[src/design/tbled_pkg.sv]
// Shared types and constants for the two-button LED mode controller.
// No dependencies; imported by two_button_led_mode_controller.
package tbled_pkg;

  // debounced button class
  typedef enum logic [1:0] {
    HC_ONE  = 2'd0,
    HC_TWO  = 2'd1,
    HC_BOTH = 2'd2,
    HC_NONE = 2'd3
  } held_t;

  // led mode
  typedef enum logic [1:0] {
    MODE_BLINK = 2'd0,
    MODE_ON    = 2'd1,
    MODE_OFF   = 2'd2
  } mode_t;

  // action emitted on release
  typedef enum logic [2:0] {
    ACT_NONE      = 3'd0,
    ACT_SHORT_ONE = 3'd1,
    ACT_LONG_ONE  = 3'd2,
    ACT_SHORT_TWO = 3'd3,
    ACT_LONG_TWO  = 3'd4,
    ACT_BOTH      = 3'd5
  } action_t;

  // configuration register index (byte address / 4)
  typedef enum logic [2:0] {
    REG_DELAY_STEP = 3'd0,
    REG_MIN_DELAY  = 3'd1,
    REG_MAX_DELAY  = 3'd2,
    REG_LONG_PRESS = 3'd3,
    REG_INIT_DELAY = 3'd4
  } reg_idx_t;

  localparam int unsigned MS_W    = 16;
  localparam int unsigned ELAPSED_W = 10;
  localparam int unsigned ADDR_W  = 5;
  localparam int unsigned DATA_W  = 32;

  localparam logic [MS_W-1:0] AGE_MAX            = 16'hFFFF;
  localparam logic [MS_W-1:0] RST_DELAY_STEP     = 16'd100;
  localparam logic [MS_W-1:0] RST_MIN_DELAY      = 16'd100;
  localparam logic [MS_W-1:0] RST_MAX_DELAY      = 16'd1000;
  localparam logic [MS_W-1:0] RST_LONG_PRESS     = 16'd1000;
  localparam logic [MS_W-1:0] RST_INIT_DELAY     = 16'd500;

endpackage

[src/design/two_button_led_mode_controller.sv]
// Two-button LED mode controller: debounce, press classification, mode and blink logic.
// Depends on tbled_pkg for types and reset constants.
//
// Each request is one loop step (two sample pairs plus elapsed milliseconds) and
// yields one result. Requests are taken one per clock: a request lands in an input
// register, the whole step is evaluated combinationally against the state registers,
// and the result is written to an output register once that register is empty or
// being read, which also commits the new state.
// The state feedback through the single evaluation stage sets the one-request-per-cycle
// rate. A full output register backs up into the input register and then into in_ready.
// Configuration registers sit on an APB-style port (byte address 4*index, 32-bit
// data, low 16 bits used); writing initial_delay_ms also loads the blink delay.
module two_button_led_mode_controller (
  input  logic                        clk,
  input  logic                        rst_n,
  // input channel
  input  logic                        in_valid,
  output logic                        in_ready,
  input  logic                        in_first_sample_a,
  input  logic                        in_first_sample_b,
  input  logic                        in_second_sample_a,
  input  logic                        in_second_sample_b,
  input  logic [9:0]                  in_elapsed_ms,
  // result channel
  output logic                        out_valid,
  input  logic                        out_ready,
  output logic                        out_led_one,
  output logic                        out_led_two,
  output logic [2:0]                  out_press_action,
  output logic [1:0]                  out_led_mode,
  output logic [15:0]                 out_current_delay_ms,
  // configuration port
  input  logic                        psel,
  input  logic                        penable,
  input  logic                        pwrite,
  input  logic [tbled_pkg::ADDR_W-1:0] paddr,
  input  logic [tbled_pkg::DATA_W-1:0] pwdata,
  output logic [tbled_pkg::DATA_W-1:0] prdata,
  output logic                        pready
);
  import tbled_pkg::*;

  // configuration registers
  logic [MS_W-1:0] delay_step_r, min_delay_r, max_delay_r, long_press_r, init_delay_r;
  logic            cfg_wr;
  reg_idx_t        cfg_idx;

  // input register
  logic                 s1_valid_r;
  logic                 fa_r, fb_r, sa_r, sb_r;
  logic [ELAPSED_W-1:0] el_r;
  logic                 s1_adv;

  // step state
  logic [1:0]      stable_r, stable_nxt;
  held_t           held_r, held_nxt;
  logic [MS_W-1:0] press_age_r, press_age_nxt;
  mode_t           mode_r, mode_nxt;
  logic            active_r, active_nxt;
  logic [MS_W-1:0] delay_r, delay_nxt;
  logic [MS_W-1:0] blink_age_r, blink_age_nxt;

  // step intermediates
  logic [MS_W:0]   press_sum, blink_sum, inc_sum;
  logic [MS_W-1:0] dec_diff;
  logic            b1, b2, lng;
  action_t         act;
  logic            led1, led2;

  // output register
  logic            out_valid_r;
  logic            led1_r, led2_r;
  action_t         act_r;
  mode_t           mode_out_r;
  logic [MS_W-1:0] delay_out_r;

  // handshake
  assign s1_adv   = s1_valid_r && (!out_valid_r || out_ready);
  assign in_ready = !s1_valid_r || s1_adv;

  // apb decode
  assign pready  = 1'b1;
  assign cfg_idx = reg_idx_t'(paddr[ADDR_W-1:2]);
  assign cfg_wr  = psel && penable && pwrite;

  // register read
  always_comb begin
    prdata = '0;
    case (cfg_idx)
      REG_DELAY_STEP: prdata[MS_W-1:0] = delay_step_r;
      REG_MIN_DELAY:  prdata[MS_W-1:0] = min_delay_r;
      REG_MAX_DELAY:  prdata[MS_W-1:0] = max_delay_r;
      REG_LONG_PRESS: prdata[MS_W-1:0] = long_press_r;
      REG_INIT_DELAY: prdata[MS_W-1:0] = init_delay_r;
      default:        prdata = '0;
    endcase
  end

  // configuration write
  always_ff @(posedge clk) begin
    if (!rst_n) begin
      delay_step_r <= RST_DELAY_STEP;
      min_delay_r  <= RST_MIN_DELAY;
      max_delay_r  <= RST_MAX_DELAY;
      long_press_r <= RST_LONG_PRESS;
      init_delay_r <= RST_INIT_DELAY;
    end else if (cfg_wr) begin
      case (cfg_idx)
        REG_DELAY_STEP: delay_step_r <= pwdata[MS_W-1:0];
        REG_MIN_DELAY:  min_delay_r  <= pwdata[MS_W-1:0];
        REG_MAX_DELAY:  max_delay_r  <= pwdata[MS_W-1:0];
        REG_LONG_PRESS: long_press_r <= pwdata[MS_W-1:0];
        REG_INIT_DELAY: init_delay_r <= pwdata[MS_W-1:0];
        default: ;
      endcase
    end
  end

  // input register
  always_ff @(posedge clk) begin
    if (!rst_n) begin
      s1_valid_r <= 1'b0;
    end else if (in_ready) begin
      s1_valid_r <= in_valid;
    end
  end

  always_ff @(posedge clk) begin
    if (in_valid && in_ready) begin
      fa_r <= in_first_sample_a;
      fb_r <= in_first_sample_b;
      sa_r <= in_second_sample_a;
      sb_r <= in_second_sample_b;
      el_r <= in_elapsed_ms;
    end
  end

  // one loop step
  always_comb begin
    press_sum = {1'b0, press_age_r} + {{(MS_W+1-ELAPSED_W){1'b0}}, el_r};
    blink_sum = {1'b0, blink_age_r} + {{(MS_W+1-ELAPSED_W){1'b0}}, el_r};
    press_age_nxt = press_sum[MS_W] ? AGE_MAX : press_sum[MS_W-1:0];
    blink_age_nxt = blink_sum[MS_W] ? AGE_MAX : blink_sum[MS_W-1:0];
    mode_nxt   = mode_r;
    active_nxt = active_r;
    delay_nxt  = delay_r;
    act        = ACT_NONE;

    // debounce
    stable_nxt = stable_r;
    if (fa_r == sa_r && fb_r == sb_r) begin
      stable_nxt = {fb_r, fa_r};
    end
    b1 = stable_nxt[0];
    b2 = stable_nxt[1];

    // classify, both stays latched until full release
    if (b1 && b2) begin
      held_nxt = HC_BOTH;
    end else if (held_r == HC_BOTH && (b1 || b2)) begin
      held_nxt = HC_BOTH;
    end else if (b1) begin
      held_nxt = HC_ONE;
    end else if (b2) begin
      held_nxt = HC_TWO;
    end else begin
      held_nxt = HC_NONE;
    end

    // press start clears the press age
    if (held_r == HC_NONE && held_nxt != HC_NONE) begin
      press_age_nxt = '0;
    end

    // action on release
    lng = press_age_nxt >= long_press_r;
    if (held_nxt == HC_NONE) begin
      case (held_r)
        HC_BOTH: act = ACT_BOTH;
        HC_ONE:  act = lng ? ACT_LONG_ONE : ACT_SHORT_ONE;
        HC_TWO:  act = lng ? ACT_LONG_TWO : ACT_SHORT_TWO;
        default: act = ACT_NONE;
      endcase
    end

    // apply the action
    dec_diff = delay_r - delay_step_r;
    inc_sum  = {1'b0, delay_r} + {1'b0, delay_step_r};
    case (act)
      ACT_SHORT_ONE: begin
        if (mode_r == MODE_BLINK) begin
          if (delay_r < delay_step_r || dec_diff < min_delay_r) begin
            delay_nxt = min_delay_r;
          end else begin
            delay_nxt = dec_diff;
          end
        end else begin
          mode_nxt      = MODE_BLINK;
          active_nxt    = 1'b0;
          blink_age_nxt = '0;
        end
      end
      ACT_SHORT_TWO: begin
        if (mode_r == MODE_BLINK) begin
          if (inc_sum > {1'b0, max_delay_r}) begin
            delay_nxt = max_delay_r;
          end else begin
            delay_nxt = inc_sum[MS_W-1:0];
          end
        end else begin
          mode_nxt      = MODE_BLINK;
          active_nxt    = 1'b0;
          blink_age_nxt = '0;
        end
      end
      ACT_BOTH:     mode_nxt = MODE_ON;
      ACT_LONG_ONE: mode_nxt = MODE_OFF;
      ACT_LONG_TWO: mode_nxt = MODE_OFF;
      default: ;
    endcase

    // led levels before the toggle
    case (mode_nxt)
      MODE_BLINK: begin
        led1 = !active_nxt;
        led2 = active_nxt;
      end
      MODE_ON: begin
        led1 = 1'b1;
        led2 = 1'b1;
      end
      default: begin
        led1 = 1'b0;
        led2 = 1'b0;
      end
    endcase

    // blink toggle
    if (mode_nxt == MODE_BLINK && blink_age_nxt >= delay_nxt) begin
      active_nxt    = !active_nxt;
      blink_age_nxt = '0;
    end
  end

  // state registers
  always_ff @(posedge clk) begin
    if (!rst_n) begin
      stable_r    <= 2'b00;
      held_r      <= HC_NONE;
      press_age_r <= '0;
      mode_r      <= MODE_BLINK;
      active_r    <= 1'b0;
      blink_age_r <= '0;
    end else if (s1_adv) begin
      stable_r    <= stable_nxt;
      held_r      <= held_nxt;
      press_age_r <= press_age_nxt;
      mode_r      <= mode_nxt;
      active_r    <= active_nxt;
      blink_age_r <= blink_age_nxt;
    end
  end

  // blink delay, also loaded by an initial delay write
  always_ff @(posedge clk) begin
    if (!rst_n) begin
      delay_r <= RST_INIT_DELAY;
    end else if (cfg_wr && cfg_idx == REG_INIT_DELAY) begin
      delay_r <= pwdata[MS_W-1:0];
    end else if (s1_adv) begin
      delay_r <= delay_nxt;
    end
  end

  // output register
  always_ff @(posedge clk) begin
    if (!rst_n) begin
      out_valid_r <= 1'b0;
    end else if (s1_adv) begin
      out_valid_r <= 1'b1;
    end else if (out_ready) begin
      out_valid_r <= 1'b0;
    end
  end

  always_ff @(posedge clk) begin
    if (s1_adv) begin
      led1_r      <= led1;
      led2_r      <= led2;
      act_r       <= act;
      mode_out_r  <= mode_nxt;
      delay_out_r <= delay_nxt;
    end
  end

  assign out_valid            = out_valid_r;
  assign out_led_one          = led1_r;
  assign out_led_two          = led2_r;
  assign out_press_action     = act_r;
  assign out_led_mode         = mode_out_r;
  assign out_current_delay_ms = delay_out_r;

  // both-buttons release always ends in always-on mode
  a_both_gives_on: assert property (@(posedge clk) disable iff (!rst_n)
    (s1_adv && act == ACT_BOTH) |=> (mode_r == MODE_ON))
    else $error("both release did not select always-on mode");

  // an action only comes with a full release
  a_action_on_release: assert property (@(posedge clk) disable iff (!rst_n)
    (s1_adv && act != ACT_NONE) |=> (held_r == HC_NONE))
    else $error("action emitted without release");

  // blink mode always lights exactly one led
  a_blink_one_led: assert property (@(posedge clk) disable iff (!rst_n)
    (out_valid_r && mode_out_r == MODE_BLINK) |-> (led1_r != led2_r))
    else $error("blink mode result with both leds equal");

  // an empty output register never stalls the input
  a_ready_when_empty: assert property (@(posedge clk) disable iff (!rst_n)
    !out_valid_r |-> in_ready)
    else $error("input stalled with empty output register");

endmodule
[config.mk]
export PLATFORM = sky130hd
export DESIGN_NAME = two_button_led_mode_controller
export DESIGN_NICKNAME = d
export VERILOG_FILES = /design/src/design/tbled_pkg.sv /design/src/design/two_button_led_mode_controller.sv
export SDC_FILE = /design/constraint.sdc
export NUM_CORES = 1
export LEC_CHECK = 0
export BUFFER_PORTS_ARGS = -buffer_cell sky130_fd_sc_hd__buf_2
export CAP_MARGIN = 20
export CORE_MARGIN = 2
export CORE_UTILIZATION = 40
export CTS_BUF_LIST = sky130_fd_sc_hd__clkbuf_4
export DETAILED_ROUTE_END_ITERATION = 12
export MAX_ROUTING_LAYER = met4
export PLACE_DENSITY_LB_ADDON = 0.25
export SYNTH_ARGS = -nofsm -noshare
export SYNTH_HDL_FRONTEND = slang
export SYNTH_SLANG_ARGS = --single-unit
export TNS_END_PERCENT = 50
[constraint.sdc]
create_clock -name clk -period 9.2 [get_ports clk]
set_clock_uncertainty 0.1 [all_clocks]
set_input_delay 1.84 -clock clk [delete_from_list [all_inputs] [get_ports clk]]
set_output_delay 1.84 -clock clk [all_outputs]
set_load 0.05 [all_outputs]
# After elaboration in Yosys (flattened, before gate mapping)
# Cells that the tools add are included.
# Widths: inputs -> output; s select.
# totals
word_cells	112
out_inout_bits	58
regBits	174
latch_bits	0
input_bits	58
n_memories	0
romBits	0
ramBits	0
# classes
order_cmp	5
n_eq_ne	17
bitwise	0
n_shift	0
n_mux	32
reduce_logical	30
n_addsub	4
div_mod_pow	0
mul	0
# ops
cell	n
$mux 16	12
$pmux 16 s5	1
$add 16x10->17	2
$ge 16x16->1	2
$lt 16x16->1	2
$pmux 16 s2	1
$add 16x16->17	1
$gt 17x16->1	1
$sub 16x16->16	1
$mux 2	7
$eq 3x2->1 const B	4
$logic_and 1x1->1	10
$reduce_and 2->1	5
$eq 3x3->1 const B	3
$pmux 3 s3	1
$eq 2x2->1 const B	3
$eq 3x1->1 const B	2
$logic_not 2->1	3
$mux 3	2
$pmux 2 s3	1
$mux 1	5
$eq 2x1->1 const B	2
$logic_or 1x1->1	4
$pmux 1 s2	2
other kinds (6)	11

# Longest topological paths before layout
# logic_depth
depth_word	20
mapped_depth	34
depth_no_buf	31

# Least setup slack after synthesis
# No wires, ideal clock.
# synth_timing
path_type	reg-to-reg
startpoint	register el_r[0]
endpoint	register blink_age_r[14]
arrival_ps	6443
required_ps	9041
stages_incl_launch_ff	33
n_path_buf	4
setup_ps	59
synth_period_minus_slack_ps	6602
slack_ps	2598
cell_sequence	edfxtp_1 -> ha_1 -> fa_1 -> a21o_1 -> a21oi_1 -> o21ai_0 -> a31oi_1 -> o21ai_1 -> nor2b_1 -> nand4_1 -> a31oi_1 -> o21a_1 -> ha_1 -> o21ai_0 -> a21oi_1 -> a221oi_1 -> o21ai_2 -> nand2b_1 -> buf_2 -> nor3_4 -> buf_2 -> mux2i_1 -> ha_1 -> a2111o_1 -> a31oi_1 -> o21ai_0 -> a221oi_1 -> o21ai_0 -> nand3b_4 -> and3_1 -> clkbuf_1 -> buf_2 -> a22o_1
# synth_via
elab_chain_len	13
word_cells_on_any_way	25
cone_classes	add/sub (2); order compare (2); eq/ne (5); mux (12); reduce/logical (4)
# synth_rtl
item	line_no	rtl
start: declaration	two_button_led_mode_controller.sv:51	logic [ELAPSED_W-1:0] el_r;
start signal: assignment	two_button_led_mode_controller.sv:134	el_r <= in_elapsed_ms;
$add 16x10->17 *	two_button_led_mode_controller.sv:140	press_sum = {1'b0, press_age_r} + {{(MS_W+1-ELAPSED_W){1'b0}}, el_r};
$mux 16 *	two_button_led_mode_controller.sv:142	press_age_nxt = press_sum[MS_W] ? AGE_MAX : press_sum[MS_W-1:0];
$mux 16 *	two_button_led_mode_controller.sv:171	if (held_r == HC_NONE && held_nxt != HC_NONE) begin
via press_age_nxt[13]	two_button_led_mode_controller.sv:57	logic [MS_W-1:0] press_age_r, press_age_nxt;
$ge 16x16->1 *	two_button_led_mode_controller.sv:176	lng = press_age_nxt >= long_press_r;
$mux 3 or $mux 2 (tied branches)	two_button_led_mode_controller.sv:181, two_button_led_mode_controller.sv:180	
$pmux 3 s3 *	two_button_led_mode_controller.sv:178	case (held_r)
$mux 3 *	two_button_led_mode_controller.sv:177	if (held_nxt == HC_NONE) begin
$eq 3x2->1, or another cell as far along	two_button_led_mode_controller.sv:189	case (act)
$reduce_or 2->1 (no source line)	n/a	
$mux 16 or $pmux 2 s3 (tied branches)	n/a	
$ge 16x16->1 or $logic_not 2->1 (tied branches)	two_button_led_mode_controller.sv:239	if (mode_nxt == MODE_BLINK && blink_age_nxt >= delay_nxt) begin
$logic_and 1x1->1	two_button_led_mode_controller.sv:239	
$mux 16 *	two_button_led_mode_controller.sv:239	
end signal: assignment	two_button_led_mode_controller.sv:260	blink_age_r <= blink_age_nxt;
end: declaration	two_button_led_mode_controller.sv:61	logic [MS_W-1:0] blink_age_r, blink_age_nxt;
# Mark *: on every way through the listed nets, which the timed path passes. The rest lies on a longest branch.
# A chain may end at the register's enable or synchronous reset.

# Worst setup path in the final report
# layout_timing
startpoint	register el_r[0]
endpoint	register blink_age_r[13]
# layout_via
word_cells_on_any_way	25
cone_classes	add/sub (2); order compare (2); eq/ne (5); mux (12); reduce/logical (4)
# layout_lines
item	line_no	rtl
$add 16x10->17 *	two_button_led_mode_controller.sv:140	
$mux 16 *	two_button_led_mode_controller.sv:142	
$mux 16 *	two_button_led_mode_controller.sv:171	
via press_age_nxt[9]	two_button_led_mode_controller.sv:57	
$ge 16x16->1 *	two_button_led_mode_controller.sv:176	
$mux 3 or $mux 2 (tied branches)	two_button_led_mode_controller.sv:181, two_button_led_mode_controller.sv:180	
$pmux 3 s3 *	two_button_led_mode_controller.sv:178	
$mux 3 *	two_button_led_mode_controller.sv:177	
$eq 3x2->1 or $eq 3x1->1 (tied branches)	two_button_led_mode_controller.sv:189	
$pmux 16 s2 *	two_button_led_mode_controller.sv:189	
via delay_nxt[0]	two_button_led_mode_controller.sv:60	logic [MS_W-1:0] delay_r, delay_nxt;
$ge 16x16->1 *	two_button_led_mode_controller.sv:239	
$logic_and 1x1->1 *	two_button_led_mode_controller.sv:239	
$mux 16 *	two_button_led_mode_controller.sv:239	
# Marked as above.

==> run metrics <==
status complete, no violations; HPWL after detailed placement 30200 um; sequential power share 44.3%; final hold slack 378 ps; worst hold path depth 2; vias in the first global route 10600; wire per inst 20.2 um; share of cells above drive strength 1 10.6%; Seq/Total Area, Yosys 30.9%; Reg-to-Reg Start el_r[0]; Fillers 3093; area occupied by multi-input gates around 8000 sq um; CP top delay family compound AO/OA/AOI/OAI gates; final WL 39900 um; Worst slew margin 36.6%; fin. max-slew vios 0; #FFs+latches synth 174; reg2reg end blink_age_r[13]; Residual DRC 0; Final Total Pwr ~1.9 mW; CTS H-tree depth 4; post_cts resized 0; total gr overflow 0; maximum root-to-sink buffer count 2; Top FF cell, synth dfxtp_1; internal power 1.19 mW; mean cell area of the mapped netlist 8.13 sq um; CTS tree built; Final period util 90.2%; # Max-Cap Violations 0; register area between 3000 and 4000 sq um; Core Box Area 30700 sq um; Die Wd around 180 um; Critical Path End blink_age_r[13]; critical path's largest stage delay 540 ps; Sw Share 36.3%; Worst setup startpoint el_r[0]; Area growth syn-to-layout 7.53%; CTS sink cnt 174; setup violators final 0; clk_lat worst skew 610 ps; initial antenna violation count 1; worst slew pin tran 950 ps; CP endpoint kind flop; gpl congestion about 1; most used cell, CP o21ai_0; async set-reset flop share out of synthesis 0%; crit path DAT 8750 ps; CP Class flop to flop; num ports 116; worst slack, placed 976 ps; TritonCTS Buffers 17; pin count of the biggest net entering global routing 90; fmax between 100 and 150 MHz; Gate Count Post-Synth around 1500; die area approximately 33000 sq um; crit path launch type flop; Power Dens Cells 139 nW/um^2; num rows 64; worst-path maximum fanout 19; buffers plus inverters on the worst setup path 1; final hold violations 0; clock share of power a little over a quarter; unrepaired setup endpoints after global routing false; Overall Global Routing Usage 24.7%; Chip Height 181 um; routed via count 11600; effective utilization at floorplan 40.6%; PortBufs 80; Peak supply drop 0.0871 mV; root buf cell clkbuf_4; Iteration-0 DRC Markers around 1100; setup slack after layout 901 ps; NetSw about 0.68 mW; Leakage Power between 5 and 6 nW; Crit path depth 31; Hold-fix buffers, CTS 0; nets 1743; Reg2Reg Depth 31; R2R Setup Slk 900 ps; minimum clock period 8300 ps; via/cell ratio between 5 and 6; Netlist cell types 94; Final ANT Viol Nets 0; Critical Path Slowest Stage Cell o21ai_0; EDFF count, synth 37; Pre-antenna DRT Iters 5; first-pass GRT wire length slightly above 60000 um; Critical Path RT 9650 ps; Hold Path Class flop to flop; Syn. warnings 0; Setup Buffers After CTS 0; Mapped Area 12500 sq um; Final TNS setup 0 ps; clk slew on worst S/H paths 160 ps; combinational share of power 28.5%
==> cell usage in the layout, fill, tap and decap left out, types with 7 or more instances in the layout <==
master,n
clkbuf_4,18
nand2b_1,13
buf_4,15
a21oi_1,102
a21boi_0,61
a22oi_1,32
nor2b_1,12
nand4_1,20
xnor2_1,37
nand2_1,214
and2_1,9
inv_1,108
a21o_1,21
and3_1,12
conb_1,17
nor2_1,99
buf_2,79
o211ai_1,26
o21ai_0,78
a211o_1,7
a22o_1,13
nand3_1,43
o22ai_1,22
dfxtp_1,137
o21a_1,15
mux2i_1,19
nor3_1,18
ha_1,115
o31ai_1,11
a31oi_1,15
a211oi_1,15
edfxtp_1,37
xor2_1,8
==> registers in the layout (all words and copies together), names as in the netlist, 3 cells and up <==
register	flops
delay_r	16
init_delay_r	16
blink_age_r	16
out_press_action	3
delay_step_r	16
max_delay_r	16
min_delay_r	16
out_current_delay_ms	16
press_age_r	16
long_press_r	16
el_r	10
==> layout make-up <==
cell class                      instances  area share, %
Antenna cell                            1         0.0187
Clock buffer                           18           1.01
Clock inverter                         14           1.36
Inverter                              110           3.08
Multi-Input combinational cell       1168           58.2
Sequential cell                       174           28.8
Tap cell                              396           3.70
Timing Repair Buffer                   95           3.90
==> worst min-delay path, delay by kind of cell, from the launching register on <==
family / cells / cell delay, ps
flops: 1 / 340
compound gates: 1 / 60
simple gates: 1 / 50
==> cell usage after synthesis (6+ instances only) <==
cell | count | share of area, %
or4_1 | 6 | 0.36
mux2i_1 | 19 | 1.5
inv_1 | 108 | 3.3
buf_4 | 20 | 1.2
nand2_1 | 214 | 6.4
a21o_1 | 21 | 1.3
nor2_1 | 100 | 3.0
ha_1 | 115 | 12
o21a_1 | 15 | 0.90
nand4_1 | 20 | 1.0
o21ai_0 | 78 | 3.1
a31oi_1 | 15 | 0.75
nand2b_1 | 13 | 0.65
xor2_1 | 8 | 0.56
o2111ai_1 | 6 | 0.42
edfxtp_1 | 37 | 8.9
dfxtp_1 | 137 | 22
a22oi_1 | 32 | 1.9
a211oi_1 | 15 | 0.90
xnor2_1 | 37 | 2.6
nor4_1 | 6 | 0.30
a21boi_0 | 61 | 3.7
a211o_1 | 7 | 0.49
o211ai_1 | 26 | 1.6
nand3_1 | 43 | 1.7
buf_2 | 11 | 0.44
nor2b_1 | 12 | 0.60
a22o_1 | 13 | 0.91
a221oi_1 | 6 | 0.42
and2_1 | 9 | 0.45
o22ai_1 | 22 | 1.1
and3_1 | 12 | 0.60
nor3_1 | 18 | 0.72
o31ai_1 | 11 | 0.66
a21oi_1 | 102 | 4.1
clkbuf_1 | 59 | 1.8
==> power groups by stage <==
| stage | sequential (mW) | combinational (mW) | clock (mW) |
|---|---|---|---|
| 2_1_floorplan | 0.852 | 0.388 | 0 |
| 3_3_place_gp | 0.841 | 0.515 | 0 |
| 3_5_place_dp | 0.842 | 0.521 | 0 |
| 4_1_cts | 0.825 | 0.524 | 0.518 |
| 5_1_grt | 0.829 | 0.582 | 0.545 |
| 6_report | 0.826 | 0.531 | 0.507 |
==> worst min-delay path by stage <==
stage,from,endpoint
after floorplan,blink_age_r[0],blink_age_r[0]
after global placement,press_age_r[7],press_age_r[7]
after detailed placement,press_age_r[7],press_age_r[7]
after CTS,max_delay_r[11],max_delay_r[11]
after global routing,init_delay_r[8],init_delay_r[8]
final,init_delay_r[12],init_delay_r[12]
==> per-stage QoR <==
stage          std cells  utilization, %  cell area [sq um]
5_1_grt             1976            43.7              13400
2_1_floorplan       1548               -              12500
4_1_cts             1974            43.6              13400
6_report            1976            43.7              13400
3_5_place_dp        1942            42.6              13100
3_3_place_gp        1942            42.6              13100
==> routing by layer <==
| layer | vias up | GRT usage (%) | wire (um) |
|---|---|---|---|
| met5 | - | - | 0 |
| met4 | 0 | 6.68 | 797 |
| met3 | 59 | 3.48 | 2660 |
| met2 | 426 | 37.9 | 17900 |
| met1 | 5556 | 34.1 | 18500 |
| li1 | 5543 | - | - |
==> logic make-up (layout without fill, tap and decap cells) <==
family	after synthesis	after routing	share of synthesized area, %
multiplexers	24	24	2.13
AO/OA/AOI/OAI	482	482	26.5
other	2	18	0.0603
XOR/XNOR	45	45	3.16
flip-flops	174	174	30.9
adder cells (fa/ha/maj)	119	119	12.2
buffers and inverters	206	237	7.05
AND/OR/NAND/NOR	481	481	18.0
(Power assumes the default switching activity.)
